--- src/hdl/height_color_gradient_defines.svh ---
// assertion macros for the height color gradient block
`ifndef HEIGHT_COLOR_GRADIENT_DEFINES_SVH
`define HEIGHT_COLOR_GRADIENT_DEFINES_SVH
`ifndef NO_ASSERTIONS
// same-cycle implication
`define HCG_ASSERT_IMPL(lbl, clk, rstn, ante, cons) \
    lbl: assert property (@(posedge clk) disable iff (!rstn) (ante) |-> (cons)) \
        else $error("hcg assertion failed");
// next-cycle implication
`define HCG_ASSERT_NEXT(lbl, clk, rstn, ante, cons) \
    lbl: assert property (@(posedge clk) disable iff (!rstn) (ante) |=> (cons)) \
        else $error("hcg assertion failed");
`else
`define HCG_ASSERT_IMPL(lbl, clk, rstn, ante, cons)
`define HCG_ASSERT_NEXT(lbl, clk, rstn, ante, cons)
`endif
`endif

--- src/hdl/hcg_pkg.sv ---
`default_nettype none

package hcg_pkg;

    localparam int HEIGHT_W   = 16;
    localparam int COLOR_W    = 24;
    localparam int CHAN_W     = 8;
    localparam int NUM_LANES  = COLOR_W / CHAN_W;
    localparam int LEN_W      = 16;
    localparam int PROD_W     = LEN_W + CHAN_W;
    localparam int NUM_W      = PROD_W + 1;
    localparam int DEN_W      = LEN_W + 1;
    localparam int CFG_IDX_W  = 3;
    localparam int CFG_DATA_W = 24;
    localparam int DIV_BITS_PER_STAGE = 2;
    localparam int DIV_STAGES = CHAN_W / DIV_BITS_PER_STAGE;
    // front, multiply, divider stages, output
    localparam int HCG_DEPTH  = DIV_STAGES + 3;
    localparam int CNT_W      = $clog2(HCG_DEPTH + 1);

    typedef enum logic [CFG_IDX_W-1:0] {
        REG_MAX_HEIGHT   = 3'd0,
        REG_MIN_HEIGHT   = 3'd1,
        REG_TOP_COLOR    = 3'd2,
        REG_GROUND_COLOR = 3'd3,
        REG_BOTTOM_COLOR = 3'd4
    } hcg_reg_t;

    typedef struct packed {
        logic signed [HEIGHT_W-1:0] height;
        logic [COLOR_W-1:0]         own_color;
    } hcg_in_t;

    typedef struct packed {
        logic [COLOR_W-1:0] color;
        logic               clamped;
    } hcg_out_t;

    typedef struct packed {
        logic signed [HEIGHT_W-1:0] max_height;
        logic signed [HEIGHT_W-1:0] min_height;
        logic [COLOR_W-1:0]         top_color;
        logic [COLOR_W-1:0]         ground_color;
        logic [COLOR_W-1:0]         bottom_color;
    } hcg_cfg_t;

    typedef struct packed {
        logic [CHAN_W-1:0] start;
        logic              neg;
        logic [CHAN_W-1:0] mag;
    } hcg_lane_t;

    typedef struct packed {
        logic                         bypass;
        logic [COLOR_W-1:0]           fixed_color;
        logic                         clamped;
        logic [LEN_W-1:0]             len;
        logic [LEN_W-1:0]             pix;
        hcg_lane_t [NUM_LANES-1:0]    lane;
    } hcg_front_t;

    typedef struct packed {
        logic [CHAN_W-1:0] start;
        logic              neg;
        logic [NUM_W-1:0]  rem;
        logic [CHAN_W-1:0] quo;
    } hcg_div_lane_t;

    typedef struct packed {
        logic                           bypass;
        logic [COLOR_W-1:0]             fixed_color;
        logic                           clamped;
        logic [DEN_W-1:0]               den;
        hcg_div_lane_t [NUM_LANES-1:0]  lane;
    } hcg_div_t;

    typedef struct packed {
        logic             take;
        logic [NUM_W-1:0] rem;
    } hcg_step_t;

    // one restoring division step against den shifted left
    function automatic hcg_step_t div_step(input logic [NUM_W-1:0] rem,
                                           input logic [DEN_W-1:0] den,
                                           input int unsigned      shift);
        logic [NUM_W:0] dsh;
        logic [NUM_W:0] trial;
        hcg_step_t      res;
        dsh      = {{(NUM_W + 1 - DEN_W){1'b0}}, den} << shift;
        trial    = {1'b0, rem} - dsh;
        res.take = ~trial[NUM_W];
        res.rem  = res.take ? trial[NUM_W-1:0] : rem;
        return res;
    endfunction

endpackage

`default_nettype wire

--- src/hdl/hcg_cfg_regs.sv ---
`default_nettype none

module hcg_cfg_regs (
    input  wire logic                           aclk,
    input  wire logic                           aresetn,
    input  wire logic                           cfg_valid,
    output logic                                cfg_ready,
    input  wire logic [hcg_pkg::CFG_IDX_W-1:0]  cfg_index,
    input  wire logic [hcg_pkg::CFG_DATA_W-1:0] cfg_data,
    output hcg_pkg::hcg_cfg_t                   cfg
);

    hcg_pkg::hcg_cfg_t cfg_reg;
    hcg_pkg::hcg_cfg_t cfg_next;

    assign cfg_ready = 1'b1;
    assign cfg       = cfg_reg;

    always_comb begin
        cfg_next = cfg_reg;
        if (cfg_valid) begin
            case (cfg_index)
                hcg_pkg::REG_MAX_HEIGHT: begin
                    cfg_next.max_height = cfg_data[hcg_pkg::HEIGHT_W-1:0];
                end
                hcg_pkg::REG_MIN_HEIGHT: begin
                    cfg_next.min_height = cfg_data[hcg_pkg::HEIGHT_W-1:0];
                end
                hcg_pkg::REG_TOP_COLOR: begin
                    cfg_next.top_color = cfg_data[hcg_pkg::COLOR_W-1:0];
                end
                hcg_pkg::REG_GROUND_COLOR: begin
                    cfg_next.ground_color = cfg_data[hcg_pkg::COLOR_W-1:0];
                end
                hcg_pkg::REG_BOTTOM_COLOR: begin
                    cfg_next.bottom_color = cfg_data[hcg_pkg::COLOR_W-1:0];
                end
                default: begin
                    cfg_next = cfg_reg;
                end
            endcase
        end
    end

    always_ff @(posedge aclk) begin
        if (!aresetn) begin
            cfg_reg <= '0;
        end else begin
            cfg_reg <= cfg_next;
        end
    end

endmodule

`default_nettype wire

--- src/hdl/hcg_front.sv ---
`default_nettype none

module hcg_front (
    input  wire logic                aclk,
    input  wire logic                aresetn,
    input  wire hcg_pkg::hcg_cfg_t   cfg,
    input  wire logic                in_valid,
    output logic                     in_ready,
    input  wire hcg_pkg::hcg_in_t    in_data,
    output logic                     out_valid,
    input  wire logic                out_ready,
    output hcg_pkg::hcg_front_t      out_data
);

    logic                valid_reg;
    hcg_pkg::hcg_front_t data_reg;
    hcg_pkg::hcg_front_t data_next;

    logic signed [hcg_pkg::HEIGHT_W-1:0] hc;
    logic                                gt;
    logic                                lt;
    logic                                pos;
    logic [hcg_pkg::HEIGHT_W:0]          neg_len;
    logic [hcg_pkg::HEIGHT_W:0]          neg_pix;
    logic [hcg_pkg::COLOR_W-1:0]         start_c;
    logic [hcg_pkg::COLOR_W-1:0]         end_c;
    logic [hcg_pkg::CHAN_W:0]            diff;
    logic [hcg_pkg::CHAN_W:0]            ndiff;

    assign in_ready  = !valid_reg || out_ready;
    assign out_valid = valid_reg;
    assign out_data  = data_reg;

    always_comb begin
        gt  = in_data.height > cfg.max_height;
        lt  = in_data.height < cfg.min_height;
        hc  = gt ? cfg.max_height : (lt ? cfg.min_height : in_data.height);
        pos = ~hc[hcg_pkg::HEIGHT_W-1];

        neg_len = '0 - {cfg.min_height[hcg_pkg::HEIGHT_W-1], cfg.min_height};
        neg_pix = {hc[hcg_pkg::HEIGHT_W-1], hc}
                - {cfg.min_height[hcg_pkg::HEIGHT_W-1], cfg.min_height};

        start_c = pos ? cfg.ground_color : cfg.bottom_color;
        end_c   = pos ? cfg.top_color    : cfg.ground_color;

        data_next.clamped     = gt || lt;
        data_next.bypass      = 1'b1;
        data_next.fixed_color = '0;
        if (in_data.own_color != '0) begin
            data_next.fixed_color = in_data.own_color;
        end else if (hc == cfg.max_height) begin
            data_next.fixed_color = cfg.top_color;
        end else if (hc == '0) begin
            data_next.fixed_color = cfg.ground_color;
        end else if (hc == cfg.min_height && cfg.min_height != '0) begin
            data_next.fixed_color = cfg.bottom_color;
        end else begin
            data_next.bypass = 1'b0;
        end

        data_next.len = pos ? cfg.max_height : neg_len[hcg_pkg::LEN_W-1:0];
        data_next.pix = pos ? hc             : neg_pix[hcg_pkg::LEN_W-1:0];

        for (int k = 0; k < hcg_pkg::NUM_LANES; k++) begin
            diff  = {1'b0, end_c[k*hcg_pkg::CHAN_W +: hcg_pkg::CHAN_W]}
                  - {1'b0, start_c[k*hcg_pkg::CHAN_W +: hcg_pkg::CHAN_W]};
            ndiff = '0 - diff;
            data_next.lane[k].start = start_c[k*hcg_pkg::CHAN_W +: hcg_pkg::CHAN_W];
            data_next.lane[k].neg   = diff[hcg_pkg::CHAN_W];
            data_next.lane[k].mag   = diff[hcg_pkg::CHAN_W] ? ndiff[hcg_pkg::CHAN_W-1:0]
                                                            : diff[hcg_pkg::CHAN_W-1:0];
        end
    end

    always_ff @(posedge aclk) begin
        if (!aresetn) begin
            valid_reg <= 1'b0;
        end else if (in_ready) begin
            valid_reg <= in_valid;
        end
    end

    always_ff @(posedge aclk) begin
        if (in_ready && in_valid) begin
            data_reg <= data_next;
        end
    end

endmodule

`default_nettype wire

--- src/hdl/hcg_mul.sv ---
`default_nettype none

module hcg_mul (
    input  wire logic                 aclk,
    input  wire logic                 aresetn,
    input  wire logic                 in_valid,
    output logic                      in_ready,
    input  wire hcg_pkg::hcg_front_t  in_data,
    output logic                      out_valid,
    input  wire logic                 out_ready,
    output hcg_pkg::hcg_div_t         out_data
);

    logic                          valid_reg;
    hcg_pkg::hcg_div_t             data_reg;
    hcg_pkg::hcg_div_t             data_next;
    logic [hcg_pkg::PROD_W-1:0]    prod;

    assign in_ready  = !valid_reg || out_ready;
    assign out_valid = valid_reg;
    assign out_data  = data_reg;

    // numerator 2*pix*|diff| + len and denominator 2*len give round half away
    always_comb begin
        data_next.bypass      = in_data.bypass;
        data_next.fixed_color = in_data.fixed_color;
        data_next.clamped     = in_data.clamped;
        data_next.den         = {in_data.len, 1'b0};
        for (int k = 0; k < hcg_pkg::NUM_LANES; k++) begin
            prod = in_data.pix * in_data.lane[k].mag;
            data_next.lane[k].start = in_data.lane[k].start;
            data_next.lane[k].neg   = in_data.lane[k].neg;
            data_next.lane[k].rem   = {prod, 1'b0}
                                    + {{(hcg_pkg::NUM_W - hcg_pkg::LEN_W){1'b0}}, in_data.len};
            data_next.lane[k].quo   = '0;
        end
    end

    always_ff @(posedge aclk) begin
        if (!aresetn) begin
            valid_reg <= 1'b0;
        end else if (in_ready) begin
            valid_reg <= in_valid;
        end
    end

    always_ff @(posedge aclk) begin
        if (in_ready && in_valid) begin
            data_reg <= data_next;
        end
    end

endmodule

`default_nettype wire

--- src/hdl/hcg_div_stage.sv ---
`default_nettype none

module hcg_div_stage #(
    parameter int unsigned HI_SHIFT = hcg_pkg::CHAN_W - 1
) (
    input  wire logic               aclk,
    input  wire logic               aresetn,
    input  wire logic               in_valid,
    output logic                    in_ready,
    input  wire hcg_pkg::hcg_div_t  in_data,
    output logic                    out_valid,
    input  wire logic               out_ready,
    output hcg_pkg::hcg_div_t       out_data
);

    logic                valid_reg;
    hcg_pkg::hcg_div_t   data_reg;
    hcg_pkg::hcg_div_t   data_next;
    hcg_pkg::hcg_step_t  step;

    assign in_ready  = !valid_reg || out_ready;
    assign out_valid = valid_reg;
    assign out_data  = data_reg;

    // two quotient bits per stage (DIV_BITS_PER_STAGE), msb first
    always_comb begin
        data_next = in_data;
        for (int k = 0; k < hcg_pkg::NUM_LANES; k++) begin
            for (int j = 0; j < hcg_pkg::DIV_BITS_PER_STAGE; j++) begin
                step = hcg_pkg::div_step(data_next.lane[k].rem, in_data.den,
                                         HI_SHIFT - j);
                data_next.lane[k].rem = step.rem;
                data_next.lane[k].quo = data_next.lane[k].quo
                    | ({{(hcg_pkg::CHAN_W - 1){1'b0}}, step.take} << (HI_SHIFT - j));
            end
        end
    end

    always_ff @(posedge aclk) begin
        if (!aresetn) begin
            valid_reg <= 1'b0;
        end else if (in_ready) begin
            valid_reg <= in_valid;
        end
    end

    always_ff @(posedge aclk) begin
        if (in_ready && in_valid) begin
            data_reg <= data_next;
        end
    end

endmodule

`default_nettype wire

--- src/hdl/hcg_back.sv ---
`default_nettype none

module hcg_back (
    input  wire logic               aclk,
    input  wire logic               aresetn,
    input  wire logic               in_valid,
    output logic                    in_ready,
    input  wire hcg_pkg::hcg_div_t  in_data,
    output logic                    out_valid,
    input  wire logic               out_ready,
    output hcg_pkg::hcg_out_t       out_data
);

    logic                         valid_reg;
    hcg_pkg::hcg_out_t            data_reg;
    hcg_pkg::hcg_out_t            data_next;
    logic [hcg_pkg::COLOR_W-1:0]  blended;

    assign in_ready  = !valid_reg || out_ready;
    assign out_valid = valid_reg;
    assign out_data  = data_reg;

    always_comb begin
        for (int k = 0; k < hcg_pkg::NUM_LANES; k++) begin
            blended[k*hcg_pkg::CHAN_W +: hcg_pkg::CHAN_W] = in_data.lane[k].neg
                ? in_data.lane[k].start - in_data.lane[k].quo
                : in_data.lane[k].start + in_data.lane[k].quo;
        end
        data_next.color   = in_data.bypass ? in_data.fixed_color : blended;
        data_next.clamped = in_data.clamped;
    end

    always_ff @(posedge aclk) begin
        if (!aresetn) begin
            valid_reg <= 1'b0;
        end else if (in_ready) begin
            valid_reg <= in_valid;
        end
    end

    always_ff @(posedge aclk) begin
        if (in_ready && in_valid) begin
            data_reg <= data_next;
        end
    end

endmodule

`default_nettype wire

--- src/hdl/height_color_gradient.sv ---
// height color gradient: maps a signed map height (plus an optional own
// color) to a 24-bit rgb color. a nonzero own color passes through; else the
// height is clamped to [min_height, max_height] and colored from the three
// configured colors, interpolating per 8-bit channel with exact rounding half
// away from zero. throughput is one transaction per cycle while m_ready does
// not stall; an accepted input passes through the front select, multiply, four
// divider stages of two quotient bits each, and the output register. the
// divider is what sets the depth. a stall on m_ready only backs up full
// stages, bubbles collapse. the configuration port is always ready; write it
// only while no transaction is in flight.
`default_nettype none
`include "height_color_gradient_defines.svh"

module height_color_gradient (
    input  wire logic                           aclk,
    input  wire logic                           aresetn,
    // configuration writes
    input  wire logic                           cfg_valid,
    output logic                                cfg_ready,
    input  wire logic [hcg_pkg::CFG_IDX_W-1:0]  cfg_index,
    input  wire logic [hcg_pkg::CFG_DATA_W-1:0] cfg_data,
    // input points
    input  wire logic                           s_valid,
    output logic                                s_ready,
    input  wire hcg_pkg::hcg_in_t               s_data,
    // output colors
    output logic                                m_valid,
    input  wire logic                           m_ready,
    output hcg_pkg::hcg_out_t                   m_data
);

    hcg_pkg::hcg_cfg_t   cfg;

    // front stage to multiplier
    logic                front_valid;
    logic                front_ready;
    hcg_pkg::hcg_front_t front_data;

    // divider chain, index 0 is the multiplier output
    logic                div_valid [hcg_pkg::DIV_STAGES+1];
    logic                div_ready [hcg_pkg::DIV_STAGES+1];
    hcg_pkg::hcg_div_t   div_data  [hcg_pkg::DIV_STAGES+1];

    // in-flight transaction count, used by the checks below
    logic [hcg_pkg::CNT_W-1:0] count_reg;
    logic [hcg_pkg::CNT_W-1:0] count_next;
    logic                      s_acc;
    logic                      m_acc;

    hcg_cfg_regs u_cfg (
        .aclk      (aclk),
        .aresetn   (aresetn),
        .cfg_valid (cfg_valid),
        .cfg_ready (cfg_ready),
        .cfg_index (cfg_index),
        .cfg_data  (cfg_data),
        .cfg       (cfg)
    );

    // clamp, case select, start color and channel differences
    hcg_front u_front (
        .aclk      (aclk),
        .aresetn   (aresetn),
        .cfg       (cfg),
        .in_valid  (s_valid),
        .in_ready  (s_ready),
        .in_data   (s_data),
        .out_valid (front_valid),
        .out_ready (front_ready),
        .out_data  (front_data)
    );

    // pix times |diff| per channel, forms rounding numerator
    hcg_mul u_mul (
        .aclk      (aclk),
        .aresetn   (aresetn),
        .in_valid  (front_valid),
        .in_ready  (front_ready),
        .in_data   (front_data),
        .out_valid (div_valid[0]),
        .out_ready (div_ready[0]),
        .out_data  (div_data[0])
    );

    // restoring divider, msb quotient bits first
    for (genvar g = 0; g < hcg_pkg::DIV_STAGES; g++) begin : g_div
        hcg_div_stage #(
            .HI_SHIFT (hcg_pkg::CHAN_W - 1 - g * hcg_pkg::DIV_BITS_PER_STAGE)
        ) u_div (
            .aclk      (aclk),
            .aresetn   (aresetn),
            .in_valid  (div_valid[g]),
            .in_ready  (div_ready[g]),
            .in_data   (div_data[g]),
            .out_valid (div_valid[g+1]),
            .out_ready (div_ready[g+1]),
            .out_data  (div_data[g+1])
        );
    end

    // add signed quotient to start, output register
    hcg_back u_back (
        .aclk      (aclk),
        .aresetn   (aresetn),
        .in_valid  (div_valid[hcg_pkg::DIV_STAGES]),
        .in_ready  (div_ready[hcg_pkg::DIV_STAGES]),
        .in_data   (div_data[hcg_pkg::DIV_STAGES]),
        .out_valid (m_valid),
        .out_ready (m_ready),
        .out_data  (m_data)
    );

    assign s_acc = s_valid && s_ready;
    assign m_acc = m_valid && m_ready;

    always_comb begin
        count_next = count_reg;
        if (s_acc && !m_acc) begin
            count_next = count_reg + 1'b1;
        end else if (!s_acc && m_acc) begin
            count_next = count_reg - 1'b1;
        end
    end

    always_ff @(posedge aclk) begin
        if (!aresetn) begin
            count_reg <= '0;
        end else begin
            count_reg <= count_next;
        end
    end

    // input only stalls when the output is held
    `HCG_ASSERT_IMPL(a_stall_from_output, aclk, aresetn, !s_ready, m_valid && !m_ready)
    // never more transactions in flight than stages
    `HCG_ASSERT_IMPL(a_count_bound, aclk, aresetn, 1'b1, count_reg <= hcg_pkg::CNT_W'(hcg_pkg::HCG_DEPTH))
    // an output needs a transaction behind it
    `HCG_ASSERT_IMPL(a_valid_has_item, aclk, aresetn, m_valid, count_reg != '0)
    // last transaction taken with nothing entering leaves the output empty
    `HCG_ASSERT_NEXT(a_drain_empty, aclk, aresetn, m_acc && !s_acc && count_reg == hcg_pkg::CNT_W'(1), !m_valid)

endmodule

`default_nettype wire
--- config.mk ---
export PLATFORM = sky130hd
export DESIGN_NAME = height_color_gradient
export DESIGN_NICKNAME = d
export VERILOG_FILES = /design/src/hdl/hcg_pkg.sv /design/src/hdl/hcg_cfg_regs.sv /design/src/hdl/hcg_front.sv /design/src/hdl/hcg_mul.sv /design/src/hdl/hcg_div_stage.sv /design/src/hdl/hcg_back.sv /design/src/hdl/height_color_gradient.sv
export VERILOG_INCLUDE_DIRS = /design/src /design/src/hdl
export SDC_FILE = /design/constraint.sdc
export NUM_CORES = 2
export LEC_CHECK = 0
export CORE_UTILIZATION = 71
export CTS_BUF_LIST = sky130_fd_sc_hd__clkbuf_4 sky130_fd_sc_hd__clkbuf_8 sky130_fd_sc_hd__clkbuf_16
export DETAILED_ROUTE_END_ITERATION = 8
export DONT_BUFFER_PORTS = 1
export GPL_ROUTABILITY_DRIVEN = 0
export HOLD_SLACK_MARGIN = 0.15
export PLACE_DENSITY = 0.95
export SETUP_SLACK_MARGIN = 0.15
export SLEW_MARGIN = 10
export SYNTH_ARGS = -nofsm -noshare
export SYNTH_HDL_FRONTEND = slang
export SYNTH_SLANG_ARGS = --single-unit
--- constraint.sdc ---
create_clock -name aclk -period 22.2 [get_ports aclk]
set_input_delay 2.22 -clock aclk [delete_from_list [all_inputs] [get_ports aclk]]
set_output_delay 2.22 -clock aclk [all_outputs]
set_load 0.01 [all_outputs]
==> out/qor.txt, run 1 <==
Num CTS Buffers: 92
Cells after Synth: 7072
Yosys warnings: 0
Post-synth EDFFs: 811
maximum root-to-sink buffer count: 3
first-pass GRT wire length: 428000 um
H-tree depth: 3
largest net degree at the start of global routing: 112
# rows: 115
HPWL after DPL: 148000 um
Clock Sinks: 922
Total GRT Usage: 56.2%
count leader, synth: edfxtp_1
syn_nets: 8089
status: did not finish
synth cell count leaders: 811 x edfxtp_1, 708 x nand2_1, 662 x ha_1
total grt overflow: 26
syn_area_per_cell: 10.0 um2
clock root cell: clkbuf_16
cts hold-fix bufs: 0
Initial Utilization: 72.0%
cell accounting for the most synthesized area: edfxtp_1
IO buf count: 0
top_reg_cell synth: edfxtp_1
share of the synthesized area in the top cell type: 34.3%
Synth area leaders: edfxtp_1 34%, ha_1 12%, fa_1 8.0%, xnor2_1 4.0%, nand2_1 3.7%
Post-CTS Resized: 0
Exit stage: global routing (5_1_grt)
ys async rst share: 0%
number of global-route vias before repair: 68964
setup slack after placement: 14.12 ns
Die Ht: 318 um
# Post-CTS Setup Buffers: 0
synth unique cells: 107
Post-Syn Area: 71000 um2
sequential-to-total area share from yosys stat: 37.4%
die width: 318 um
tool error: [ERROR GRT-0116] Global routing finished with congestion. Check the congestion regions in the DRC Viewer.
Seq cells post-synth: 922
num ports: 100
## metal layers
metal / global-route usage, % / overflow
met3: 41.7 / 5
met1: 57.2 / 1
met5: 24.5 / 1
met4: 49.9 / 10
met2: 72.3 / 9
## through the flow
step / instance area, um2 / util (%) / cells
after detailed placement: 72200 / 73.2 / 8197
after floorplan: 71000 / - / 7072
after CTS: 75500 / 76.4 / 8366
after global placement: 72200 / 73.2 / 8197
## kinds of logic after synthesis
kind of cell | share of synthesized area (%)
buffers and inverters | 4.39
flip-flops | 37.4
multiplexers | 3.83
other | 0.00528
XOR/XNOR | 5.76
adder cells (fa/ha/maj) | 19.6
AND/OR/NAND/NOR | 14.5
AO/OA/AOI/OAI | 14.5
==> inputs of run 2 (changes only) <==
--- a/config.mk
+++ b/config.mk
@@ -6,14 +6,11 @@
 export SDC_FILE = /design/constraint.sdc
 export NUM_CORES = 2
 export LEC_CHECK = 0
-export CORE_UTILIZATION = 71
-export CTS_BUF_LIST = sky130_fd_sc_hd__clkbuf_4 sky130_fd_sc_hd__clkbuf_8 sky130_fd_sc_hd__clkbuf_16
+export CORE_UTILIZATION = 40
 export DETAILED_ROUTE_END_ITERATION = 8
 export DONT_BUFFER_PORTS = 1
 export GPL_ROUTABILITY_DRIVEN = 0
-export HOLD_SLACK_MARGIN = 0.15
-export PLACE_DENSITY = 0.95
-export SETUP_SLACK_MARGIN = 0.15
+export PLACE_DENSITY_LB_ADDON = 0.15
 export SLEW_MARGIN = 10
 export SYNTH_ARGS = -nofsm -noshare
 export SYNTH_HDL_FRONTEND = slang
==> run 2 against run 1 <==
Effect of this change: the flow now finishes, with violations (DRC); synthesized cell count unchanged; synthesized area unchanged.
==> out/qor.txt, run 2 <==
status: finished with violations
failing checks: DRC
synth unique cells: 107 (unchanged)
Area Overhead vs Synth: 8.80%
final hold viol count: 0
Worst EP arrival: 8.27 ns
clk_skew: 0.115 ns
synth cell count leaders: 811 x edfxtp_1, 708 x nand2_1, 662 x ha_1
Hold Crit Depth: 0
Crit Reg-Reg Endpoint: g_div[1].u_div.out_data[16]$_DFFE_PP_
ys async rst share: 0% (unchanged)
ratio of cells with drive above 1 in the final layout: 6.80%
Crit-path slowest cell: nor3_4
Hold Path Class: flip-flop to flip-flop
Clock transition at path regs: 0.06 ns
placed insts: 9283 (+13%)
critical path launch point type: flip-flop
commonest non-fill, non-tap cells in the layout: 811 x edfxtp_1, 708 x nand2_1, 662 x ha_1
syn_area_per_cell: 10.0 um2 (unchanged)
Setup CP Type: flip-flop to flip-flop
max reg flops: 536
GR Layer Usage met3: 2.38%
cts hold-fix bufs: 0 (unchanged)
number of global-route vias before repair: 51127
DR vias/cell: 5.47
r2r startpoint: g_div[0].u_div.out_data[128]$_DFFE_PP_
Yosys warnings: 0 (unchanged)
RSZ-0062 raised after global routing: false
maximum root-to-sink buffer count: 3 (unchanged)
setup TNS: 0 ns
count leader, synth: edfxtp_1
WHS Endpoint: g_div[3].u_div.out_data[123]$_DFFE_PP_
# Post-CTS Setup Buffers: 0 (unchanged)
Num CTS Buffers: 101 (+9.8%)
Residual DRC: 8
Worst Path Required: 22.63 ns
# rows: 154 (+34%)
f_max: 128 MHz
IO buf count: 0 (unchanged)
first drt pass iteration count: 9
final instance area: 77300 um2
core area: 176000 um2
headroom to the max-slew limit: 17.6%
setup slack after placement: 13.74 ns (-0.381 ns)
most common cell after layout, fill and taps aside: edfxtp_1
Lkg Pwr: 31.3 nW
Post-CTS Resized: 0 (unchanged)
Critical Path Max Stage Delay: 0.86 ns
Final period util: 35.3%
worst vdd ir: 0.000158 V
largest net degree at the start of global routing: 154
non-filler cells, final: 9474
top_reg_cell synth: edfxtp_1
die width: 423 um (+33%)
crit end category: flip-flop
met2 Use GR: 35.1%
Max Cap Viol: 0
most numerous cell on the critical path: a21oi_1
DR iter-0 viols: 4264
Cells after Synth: 7072 (unchanged)
routed wire length: 194000 um
num ports: 100 (unchanged)
Post-synth EDFFs: 811 (unchanged)
Clock Sinks: 922 (unchanged)
share of the synthesized area in the top cell type: 34.3% (unchanged)
DP Area: 73800 um2 (+2.2%)
Reg2Reg Setup Slack: 14.37 ns
antenna violations before repair: 6
hold_sp: g_div[2].u_div.out_data[123]$_DFFE_PP_
fin nets: 8063
first-pass GRT wire length: 301000 um
Least-Margin Pin Slew: 1.24 ns
HPWL after DPL: 151000 um (+1.7%)
Slew Limit Fails: 0
final setup margin: 14.37 ns
minimum clock period after layout: 7.83 ns
global route hottest layer: met2
H-tree depth: 3 (unchanged)
final setup vio count: 0
Initial Utilization: 40.3% (-32 points)
utilization after layout: 43.8%
vias: 51811
Die Ht: 423 um (+33%)
Critical Path, Cell by Cell: inv_1 -> buf_4 -> ha_1 -> nor2b_1 -> o31ai_1 -> a21oi_1 -> o2111ai_1 -> a21oi_1 -> nor2_1 -> and2_1 -> inv_1 -> o21ai_0 -> fa_1 -> nor2b_1 -> o21ai_1 -> a21boi_1 -> o41a_1 -> a211o_1 -> a21o_1 -> a21oi_1 -> o21a_1 -> o21ai_1 -> nor3_4 -> mux2_2
die area: 179000 um2
critical path fanouts, max: 19
Total GRT Usage: 21.5%
pwr/cell area: 152 nW/um2
DRT antenna net count: 0
CTS tree: yes
clock root cell: clkbuf_16
M1 GR Usage: 29.9%
total grt overflow: 0
Post-Syn Area: 71000 um2 (unchanged)
Seq cells post-synth: 922 (unchanged)
cell accounting for the most synthesized area: edfxtp_1
worst r2r path cells: 24
syn_nets: 8089 (unchanged)
Clk Latency, worst-skew pair: 0.76 ns
DR WL/cell: 20.5 um
sequential-to-total area share from yosys stat: 37.4% (unchanged)
Synth area leaders: edfxtp_1 34%, ha_1 12%, fa_1 8.0%, xnor2_1 4.0%, nand2_1 3.7%
[run 2: cell families (layout without fill, tap and decap cells)]
logic type / count (synthesis) / count (layout) / synth area share (%)
AOI/OAI and AO/OA: 1572 / 1572 / 14.5
adders and majority gates: 945 / 945 / 19.6
buffers and inverters: 805 / 865 / 4.39
muxes: 248 / 248 / 3.83
other: 1 / 3 / 0.00528
xor gates and xnor gates: 466 / 466 / 5.76
DFF: 922 / 922 / 37.4
and+or+nand+nor: 2113 / 2113 / 14.5
[run 2: report_power, final]
group / internal, mW / switching, mW
clock: 1.02 / 0.733
sequential: 2.38 / 0.194
combinational: 3.14 / 4.29
[run 2: area by class of cell]
| class | count | area, um2 |
|---|---|---|
| sequential | 922 | 26600 |
| tap | 2340 | 2930 |
| fill | 16868 | 99000 |
| multi-input combinational | 5345 | 41500 |
| antenna | 2 | 5.00 |
| clock buffer | 121 | 2650 |
| timing repair buffer | 73 | 561 |
| inverter | 603 | 2270 |
| clock inverter | 68 | 857 |
[run 2: critical path, delay by kind of cell, from the launching register on]
kind                     cells  cell delay [ns]
adder cells (fa/ha/maj)      2             0.55
AND/OR/NAND/NOR              5             1.92
flip-flops                   1             0.55
buffers and inverters        3             0.75
AO/OA/AOI/OAI               13             3.35
multiplexers                 1             0.43
[run 2: metrics by stage]
step	power (mW)	hold WS, ns
after floorplan	8.25	0.400
after global placement	9.91	0.401
after detailed placement	10.0	0.405
after CTS	11.8	0.360
after global routing	12.8	0.376
final	11.8	0.372
[run 2: worst max-delay path by stage]
stage,startpoint,to,slack (ns),cells after the start
2_1_floorplan,m_ready,g_div[0].u_div.out_data[100]$_DFFE_PP_,8.03,4
3_3_place_gp,s_data[39],u_front.out_data[6]$_DFFE_PP_,13.90,23
3_5_place_dp,s_data[39],u_front.out_data[23]$_DFFE_PP_,13.74,23
4_1_cts,g_div[0].u_div.out_data[128]$_DFFE_PP_,g_div[1].u_div.out_data[16]$_DFFE_PP_,14.32,24
5_1_grt,g_div[0].u_div.out_data[128]$_DFFE_PP_,g_div[1].u_div.out_data[16]$_DFFE_PP_,13.70,24
6_report,g_div[0].u_div.out_data[128]$_DFFE_PP_,g_div[1].u_div.out_data[16]$_DFFE_PP_,14.37,24
[run 2: per-layer routing]
layer  up-vias  wire length [um]
met3       296              8310
met4         2              6190
met2      1192             88200
met5         -                 7
li1      25110                 -
met1     25211             91700
Note: power is estimated with default switching activity, not from simulation.
